$ cat src/hw/rtl/rie_pkg.sv
// Shared opcodes, function codes and controller/datapath interface types of the execute step.
package rie_pkg;

	localparam logic [5:0] OP_SPECIAL = 6'd0;
	localparam logic [5:0] OP_J       = 6'd2;
	localparam logic [5:0] OP_JAL     = 6'd3;
	localparam logic [5:0] OP_BEQ     = 6'd4;
	localparam logic [5:0] OP_BNE     = 6'd5;
	localparam logic [5:0] OP_BLEZ    = 6'd6;
	localparam logic [5:0] OP_BGTZ    = 6'd7;
	localparam logic [5:0] OP_ADDI    = 6'd8;
	localparam logic [5:0] OP_LUI     = 6'd15;
	localparam logic [5:0] OP_LW      = 6'd35;
	localparam logic [5:0] OP_SW      = 6'd43;

	localparam logic [5:0] FN_SLL     = 6'd0;
	localparam logic [5:0] FN_SRL     = 6'd2;
	localparam logic [5:0] FN_JR      = 6'd8;
	localparam logic [5:0] FN_SYSCALL = 6'd12;
	localparam logic [5:0] FN_MFHI    = 6'd16;
	localparam logic [5:0] FN_MFLO    = 6'd18;
	localparam logic [5:0] FN_MULT    = 6'd24;
	localparam logic [5:0] FN_DIV     = 6'd26;
	localparam logic [5:0] FN_ADD     = 6'd32;
	localparam logic [5:0] FN_SUB     = 6'd34;
	localparam logic [5:0] FN_AND     = 6'd36;
	localparam logic [5:0] FN_OR      = 6'd37;
	localparam logic [5:0] FN_XOR     = 6'd38;
	localparam logic [5:0] FN_SLT     = 6'd42;

	localparam logic [4:0] LINK_REG = 5'd31;

	// Commands from the controller to the datapath.
	typedef struct packed {
		logic accept;
		logic exec;
		logic div_start;
		logic div_signed;
		logic ld_maddr;
		logic mem_rd;
		logic commit;
		logic clr_en;
	} rie_cmd_t;

	// Status from the datapath to the controller.
	typedef struct packed {
		logic is_div;
		logic div_zero;
		logic is_mem;
		logic addr_mod;
		logic div_done;
		logic clr_last;
	} rie_sts_t;

endpackage

$ cat src/hw/rtl/rie_ctrl.sv
// Controller state machine that sequences memory clear, accept, execute, divide, address reduction, memory and commit.
module rie_ctrl (
	input  logic              clk,
	input  logic              arst_n,
	input  logic              in_valid,
	output logic              in_ready,
	output logic              out_valid,
	input  logic              out_ready,
	input  rie_pkg::rie_sts_t sts,
	output rie_pkg::rie_cmd_t cmd
);

	typedef enum logic [6:0] {
		ST_CLEAR = 7'b0000001,
		ST_IDLE  = 7'b0000010,
		ST_EXEC  = 7'b0000100,
		ST_DIV   = 7'b0001000,
		ST_AMOD  = 7'b0010000,
		ST_MEM   = 7'b0100000,
		ST_DONE  = 7'b1000000
	} rie_state_t;

	rie_state_t state_q;
	rie_state_t state_d;
	logic       out_valid_q;
	logic       out_free;

	assign out_free  = !out_valid_q || out_ready;
	assign out_valid = out_valid_q;

	always_comb begin
		state_d  = state_q;
		cmd      = '0;
		in_ready = 1'b0;
		case (state_q)
			ST_CLEAR: begin
				cmd.clr_en = 1'b1;
				if (sts.clr_last) state_d = ST_IDLE;
			end
			ST_IDLE: begin
				in_ready = 1'b1;
				if (in_valid) begin
					cmd.accept = 1'b1;
					state_d    = ST_EXEC;
				end
			end
			ST_EXEC: begin
				cmd.exec = 1'b1;
				if (sts.is_div && !sts.div_zero) begin
					cmd.div_start  = 1'b1;
					cmd.div_signed = 1'b1;
					state_d        = ST_DIV;
				end else if (sts.is_mem) begin
					if (sts.addr_mod) begin
						state_d = ST_AMOD;
					end else begin
						cmd.ld_maddr = 1'b1;
						state_d      = ST_MEM;
					end
				end else begin
					state_d = ST_DONE;
				end
			end
			ST_DIV: begin
				if (sts.div_done) state_d = ST_DONE;
			end
			ST_AMOD: begin
				cmd.ld_maddr = 1'b1;
				state_d      = ST_MEM;
			end
			ST_MEM: begin
				cmd.mem_rd = 1'b1;
				state_d    = ST_DONE;
			end
			ST_DONE: begin
				in_ready = out_free;
				if (out_free) begin
					cmd.commit = 1'b1;
					if (in_valid) begin
						cmd.accept = 1'b1;
						state_d    = ST_EXEC;
					end else begin
						state_d = ST_IDLE;
					end
				end
			end
			default: state_d = ST_CLEAR;
		endcase
	end

	always_ff @(posedge clk or negedge arst_n) begin
		if (!arst_n) begin
			state_q     <= ST_CLEAR;
			out_valid_q <= 1'b0;
		end else begin
			state_q <= state_d;
			if (cmd.commit) out_valid_q <= 1'b1;
			else if (out_ready) out_valid_q <= 1'b0;
		end
	end

endmodule

$ cat config.mk
export PLATFORM = sky130hd
export DESIGN_NAME = rie_ctrl
export DESIGN_NICKNAME = d
export VERILOG_FILES = /design/src/hw/rtl/rie_pkg.sv /design/src/hw/rtl/rie_ctrl.sv
export SDC_FILE = /design/constraint.sdc
export NUM_CORES = 1
export LEC_CHECK = 0
export BUFFER_PORTS_ARGS = -buffer_cell sky130_fd_sc_hd__buf_2
export CELL_PAD_IN_SITES_DETAIL_PLACEMENT = 0
export CELL_PAD_IN_SITES_GLOBAL_PLACEMENT = 1
export CORE_MARGIN = 2
export CORE_UTILIZATION = 35
export DETAILED_ROUTE_END_ITERATION = 8
export PLACE_DENSITY_LB_ADDON = 0.1
export SYNTH_ARGS = -nofsm -noshare
export SYNTH_HDL_FRONTEND = slang
export SYNTH_SLANG_ARGS = --single-unit
$ cat constraint.sdc
create_clock -name clk -period 1.7 [get_ports clk]
set_input_delay 0.17 -clock clk [delete_from_list [all_inputs] [get_ports clk]]
set_output_delay 0.17 -clock clk [all_outputs]
set_load 0.01 [all_outputs]
==> results_dict.tcl, run 1 <==
set metrics [dict create \
    vias_per_cell 5.04 \
    max_freq_mhz 586 \
    gp_congestion 0.754 \
    maxCapViolations 0 \
    fin_ws_ns -0.00605 \
    synth_fa_ha_area_frac 0 \
    nets 108 \
    cp.required_ns 1.53 \
    ff2ff_setup_slack_ns 0.07 \
    yosys_warnings 0 \
    crit_buf_inv 1 \
    seq_area_frac_synth 0.333 \
    drt-initial-drc-count 6 \
    dpl.hpwl_mm 1.01 \
    comb_power_share 0.552 \
    rows 15 \
    netlist_area_sq_um 604 \
    violations "negative setup slack" \
    synth_compound_gate_area_share 0.124 \
    fillCellCount 168 \
    drive_above_1_share 0.598 \
    seq_area_sq_um 208 \
    ant_nets 0 \
    die_area_sq_um 2080 \
    die_height_um 45.6 \
    worst_pin_slew_ns 0.350 \
    synth_xor_area_frac 0.0435 \
    leakagePower_nw 0.431 \
    final_cell_mix "19 x buf_2, 13 x buf_4, 5 x nand2_1, 5 x dfrtp_2, 4 x nand2b_1" \
    wirelength_mm 1.44 \
    status "finished, violations left" \
    clkTransAtPathRegs_ns 0.06 \
    multi_input_area_sq_um 428 \
    clock_path_buffers 2 \
    critPathMaxFanout 4 \
    hold_viol 0 \
    p_switching_mw 0.403 \
    critical_path_arrival_ns 1.54 \
    power_density_nw_per_um2 1180 \
    critPathMaxStageDelay_ns 0.38 \
    cpLargestDelayFamily "simple AND/OR/NAND/NOR gates" \
    portBuffers 19 \
    cts-root-buf "clkbuf_4" \
    synth-simple-area-share 0.420 \
    overflow 0 \
    post_drt_wl_per_cell_um 12.6 \
    drc 0 \
    fin_worst_skew_ns 0.00401 \
    syn_area_per_cell_sq_um 9.59 \
    end_kind "output pin" \
    rsz0062_at_grt "true" \
    ff2ff_path_depth 6 \
    switching_share 0.382 \
    synth-edff-count 0 \
    synth_top_family_by_area "simple AND/OR/NAND/NOR gates" \
    stdcell_area_sq_um 890 \
    via_count 575 \
    track_usage 0.163 \
    crit_path_cell_trace "and2b_2 -> nor2_2 -> mux2i_2 -> nor3b_4 -> and2_1 -> buf_2" \
    path_depth 6 \
    worst-setup-path-type "reg2out" \
    cts_tree "done" \
    area_growth_pct 47.2 \
    drt-pass1-iter-count 5 \
    initial_core_util 0.362 \
    ys_seq_elements 8 \
    ios 20 \
    clock_sinks 8 \
    hp-class "in2reg" \
    slew_headroom 0.763 \
    worstHoldPathCells 2 \
    numCtsBuffers 3 \
    final_common_cell "buf_2" \
    die_x_um 45.6 \
    cts.htree.levels 1 \
    min_period_over_period 1.00 \
    final_util 0.533 \
    ys.flop_type "dfrtp_1" \
    setup_viol 1 \
    grt_pass1_wl_mm 2.30 \
    diodes 0 \
    finalMaxSlewViolations 0 \
    syn_inst 63 \
    synth_nets 73 \
    pwr-share-seq 0.294 \
    layout_min_cycle_time_ns 1.71 \
    grt_max_degree 11 \
    grt_pass1_vias 484 \
    synth_mux_area_frac 0.0331 \
    clk_latency_ns 0.26 \
    placed_cell_area_sq_um 712 \
    critPathSlowestCell "dfrtp_1" \
    async_flop_share 1.00 \
    cp-start-kind "flop" \
    core_region_area_sq_um 1670 \
    internal-power_mw 0.651 \
    clock_power_share 0.154 \
    synth_cell_types 32 \
    irDropWorstVdd_mv 0.564 \
    grt_antenna_before_repair 0 \
]
[routing by layer]
metal | share of wire | up-vias | track usage
li1 | - | 299 | -
met1 | 0.48 | 260 | 0.218
met2 | 0.47 | 14 | 0.225
met3 | 0.040 | 2 | 0.0476
met4 | 0.0097 | 0 | 0.106
met5 | 0 | - | 0
[state kept, by name, indices dropped and copies added (netlist names)]
signal,cells
out_valid,1
state_q,7
[power groups by stage]
stage | clock network, mW | registers, mW | logic (mW)
floorplan | 0 | 0.288 | 0.335
global placement | 0 | 0.309 | 0.430
detailed placement | 0 | 0.309 | 0.422
CTS | 0.169 | 0.313 | 0.458
global route | 0.192 | 0.317 | 0.644
finish | 0.163 | 0.309 | 0.582
[repair_timing]
action,CTS,global route
pin swaps,1,6
buffers inserted,1,10
setup endpoints to repair,5,7
resized for setup,7,9
hold buffers,1,0
hold endpoints to repair,8,0
cloned,0,0
[synthesized netlist by cell type, types with 2 or more instances]
library cell  number  area, sq um
and2_1             2         12.5
nand2_1            6         22.5
o22ai_1            2         12.5
dfrtp_1            7          175
nand3_1            4         20.0
nor2_1             4         15.0
nor3_1             5         25.0
a21bo_1            2         20.0
nor4b_1            3         26.3
nand2b_1           4         25.0
xor2_1             2         17.5
mux2i_1            2         20.0
[cell families after synthesis]
logic type	after synthesis
multiplexers	2
AND/OR/NAND/NOR	38
XOR/XNOR	3
buffers and inverters	4
AO/OA/AOI/OAI	8
flip-flops	8
[final timing paths]
kind	from	to
setup / recovery	out_valid	cmd[7]
hold / removal	in_valid	state_q[2]
setup reg to reg	state_q[0]	state_q[0]
hold reg to reg	out_valid	out_valid
max in group asynchronous	arst_n	state_q[0]
min in group asynchronous	arst_n	state_q[4]
[final cells by class]
type / instances / area share
Multi-Input combinational cell: 51 / 0.481
Sequential cell: 8 / 0.233
Tap cell: 17 / 0.0239
Timing Repair Buffer: 33 / 0.228
Inverter: 1 / 0.00422
Clock buffer: 4 / 0.0295
[metrics by stage]
step                worst slack, ns  power, mW  hold slack, ns  cells  TNS (ns)
detailed placement            0.166      0.731          0.0286     98         0
finish                     -0.00605       1.05           0.179    114  -0.00605
floorplan                     0.171      0.623          -0.126     63         0
global placement              0.166      0.739          0.0304     98         0
CTS                         -0.0383      0.940           0.174    104   -0.0383
global route                 -0.138       1.15           0.177    114    -0.281
No activity file was read; power rests on OpenSTA's default activity.
==> run 2, diff against run 1 <==
==> config.mk (replaced) <==
export PLATFORM = sky130hd
export DESIGN_NAME = rie_ctrl
export DESIGN_NICKNAME = d
export VERILOG_FILES = /design/src/hw/rtl/rie_pkg.sv /design/src/hw/rtl/rie_ctrl.sv
export SDC_FILE = /design/constraint.sdc
export NUM_CORES = 1
export LEC_CHECK = 0
export BUFFER_PORTS_ARGS = -buffer_cell sky130_fd_sc_hd__buf_2
export CORE_AREA = 2 2 39 41
export DETAILED_ROUTE_END_ITERATION = 8
export DIE_AREA = 0 0 41 43
export PLACE_DENSITY = 0.73
export SYNTH_ARGS = -nofsm -noshare
export SYNTH_HDL_FRONTEND = slang
export SYNTH_SLANG_ARGS = --single-unit
==> run 2 against run 1 <==
Compared with the run above:
- the run still ends with negative setup slack left
- core utilization rose by 11 points
- flip-flop and latch count unchanged
- combinational power is 6.5% lower
- highest routed layer unchanged
- die area shrank 15%
- global-route usage rose by 3.5 points
- wire length rose by 8.7%
==> results_dict.tcl, run 2 (synthesized netlist as in run 1, its figures left out) <==
set metrics [dict create \
    wirelength_mm 1.57 \
    numCtsBuffers 3 \
    die_x_um 41 \
    ios 20 \
    min_period_over_period 1.02 \
    cts_tree "done" \
    violations "negative setup slack" \
    hold_start "in_valid" \
    die_height_um 43 \
    end_kind "output pin" \
    gp_congestion 0.813 \
    ff2ff_setup_slack_ns 0.09 \
    cts.htree.levels 1 \
    area_growth_pct 46.2 \
    clock_path_buffers 2 \
    drc 0 \
    critPathMaxFanout 3 \
    placed_cell_area_sq_um 711 \
    track_usage 0.198 \
    initial_core_util 0.437 \
    grt_antenna_before_repair 0 \
    slew_headroom 0.744 \
    clock_sinks 8 \
    layout_min_cycle_time_ns 1.74 \
    drt-pass1-iter-count 4 \
    core_region_area_sq_um 1380 \
    stdcell_area_sq_um 883 \
    final_cell_mix "18 x buf_2, 10 x buf_4, 5 x dfrtp_2" \
    diodes 0 \
    worst-setup-path-type "reg2out" \
    worst_pin_slew_ns 0.378 \
    leakagePower_nw 0.423 \
    fin_ws_ns -0.0354 \
    portBuffers 19 \
    pre_cts_slack_ns 0.179 \
    clk_latency_ns 0.27 \
    dpl.hpwl_mm 1.10 \
    nets 106 \
    fillCellCount 130 \
    cts-root-buf "clkbuf_4" \
    ant_nets 0 \
    power_density_nw_per_um2 1160 \
    finalMaxSlewViolations 0 \
    grt_pass1_vias 572 \
    r2r-start "state_q[0]" \
    status "finished, violations left" \
    maxCapViolations 0 \
    critPathLaunch "out_valid" \
    die_area_sq_um 1760 \
    drt-initial-drc-count 14 \
    top_register "state_q" \
    vias_per_cell 5.61 \
    cp.required_ns 1.53 \
    max_freq_mhz 576 \
    via_count 623 \
    finalPower_mw 1.02 \
    final_common_cell "buf_2" \
    clkTransAtPathRegs_ns 0.06 \
    drive_above_1_share 0.589 \
    setup_viol 2 \
    overflow 0 \
    critical_path_arrival_ns 1.57 \
    largest_register_ffs 7 \
    cp-start-kind "flop" \
    rsz0062_at_grt "true" \
    grt_max_degree 11 \
    hold_viol 0 \
    fin_worst_skew_ns 0.0105 \
    grt_pass1_wl_mm 2.39 \
    irDropWorstVdd_mv 0.587 \
    rows 14 \
    post_drt_wl_per_cell_um 14.1 \
    hp-class "in2reg" \
]
## run 2: cell types whose count changed in the layout (fill, tap and decap cells not counted), moves of 2 or more
cell	delta
nor2_2	-2
buf_4	-3
nand2_2	+2
buf_6	+2
## run 2: path summary, 6_finish.rpt
check                                  end  cells after the start
min in group asynchronous        out_valid                      2
worst max register to register  state_q[0]                      6
worst max-delay path                cmd[7]                      6
worst min register to register   out_valid                      2
max in group asynchronous       state_q[0]                      2
worst min-delay path            state_q[2]                      2
## run 2: through the flow
| step | hold WS [ns] | TNS [ns] | std cells | util |
|---|---|---|---|---|
| floorplan | -0.126 | 0 | 63 | - |
| global placement | 0.0207 | 0 | 97 | 0.514 |
| detailed placement | 0.0238 | 0 | 97 | 0.514 |
| finish | 0.174 | -0.0398 | 111 | 0.638 |
| CTS | 0.173 | -0.0697 | 105 | 0.563 |
| global route | 0.181 | -0.344 | 111 | 0.638 |
## run 2: where the power goes
part | internal (mW) | switching [mW] | total (mW)
sequential | 0.237 | 0.0781 | 0.315
combinational | 0.291 | 0.253 | 0.544
clock | 0.0902 | 0.0717 | 0.162
## run 2: layout make-up
cell class	instances	area, sq um	share of cell area
multi-input combinational	51	428	0.484
tap	16	20.0	0.0227
clock buffer	4	26.3	0.0297
inverter	1	3.75	0.00425
sequential	8	208	0.235
timing repair buffer	31	198	0.224
## run 2: what timing repair did
| item | CTS | global route |
|---|---|---|
| hold buffers | 1 | 0 |
| resized for setup | 4 | 15 |
| endpoints found under the setup margin | 5 | 8 |
| endpoints found under the hold margin | 8 | 0 |
| setup buffers | 3 | 6 |
| pin swaps | 3 | 4 |
## run 2: worst max-delay path: stages (launching register included)
cell and delay (ns):
dfrtp_1 0.38, and2b_2 0.22, nor2_1 0.09, mux2i_1 0.12
nor3b_4 0.22, and2_1 0.14, buf_2 0.12
## run 2: layer usage
metal / up-vias / GRT usage / wire (um)
met5: - / 0 / 0
met2: 20 / 0.319 / 855
met3: 2 / 0.0785 / 83
li1: 296 / - / -
met1: 305 / 0.240 / 616
met4: 0 / 0.0400 / 11
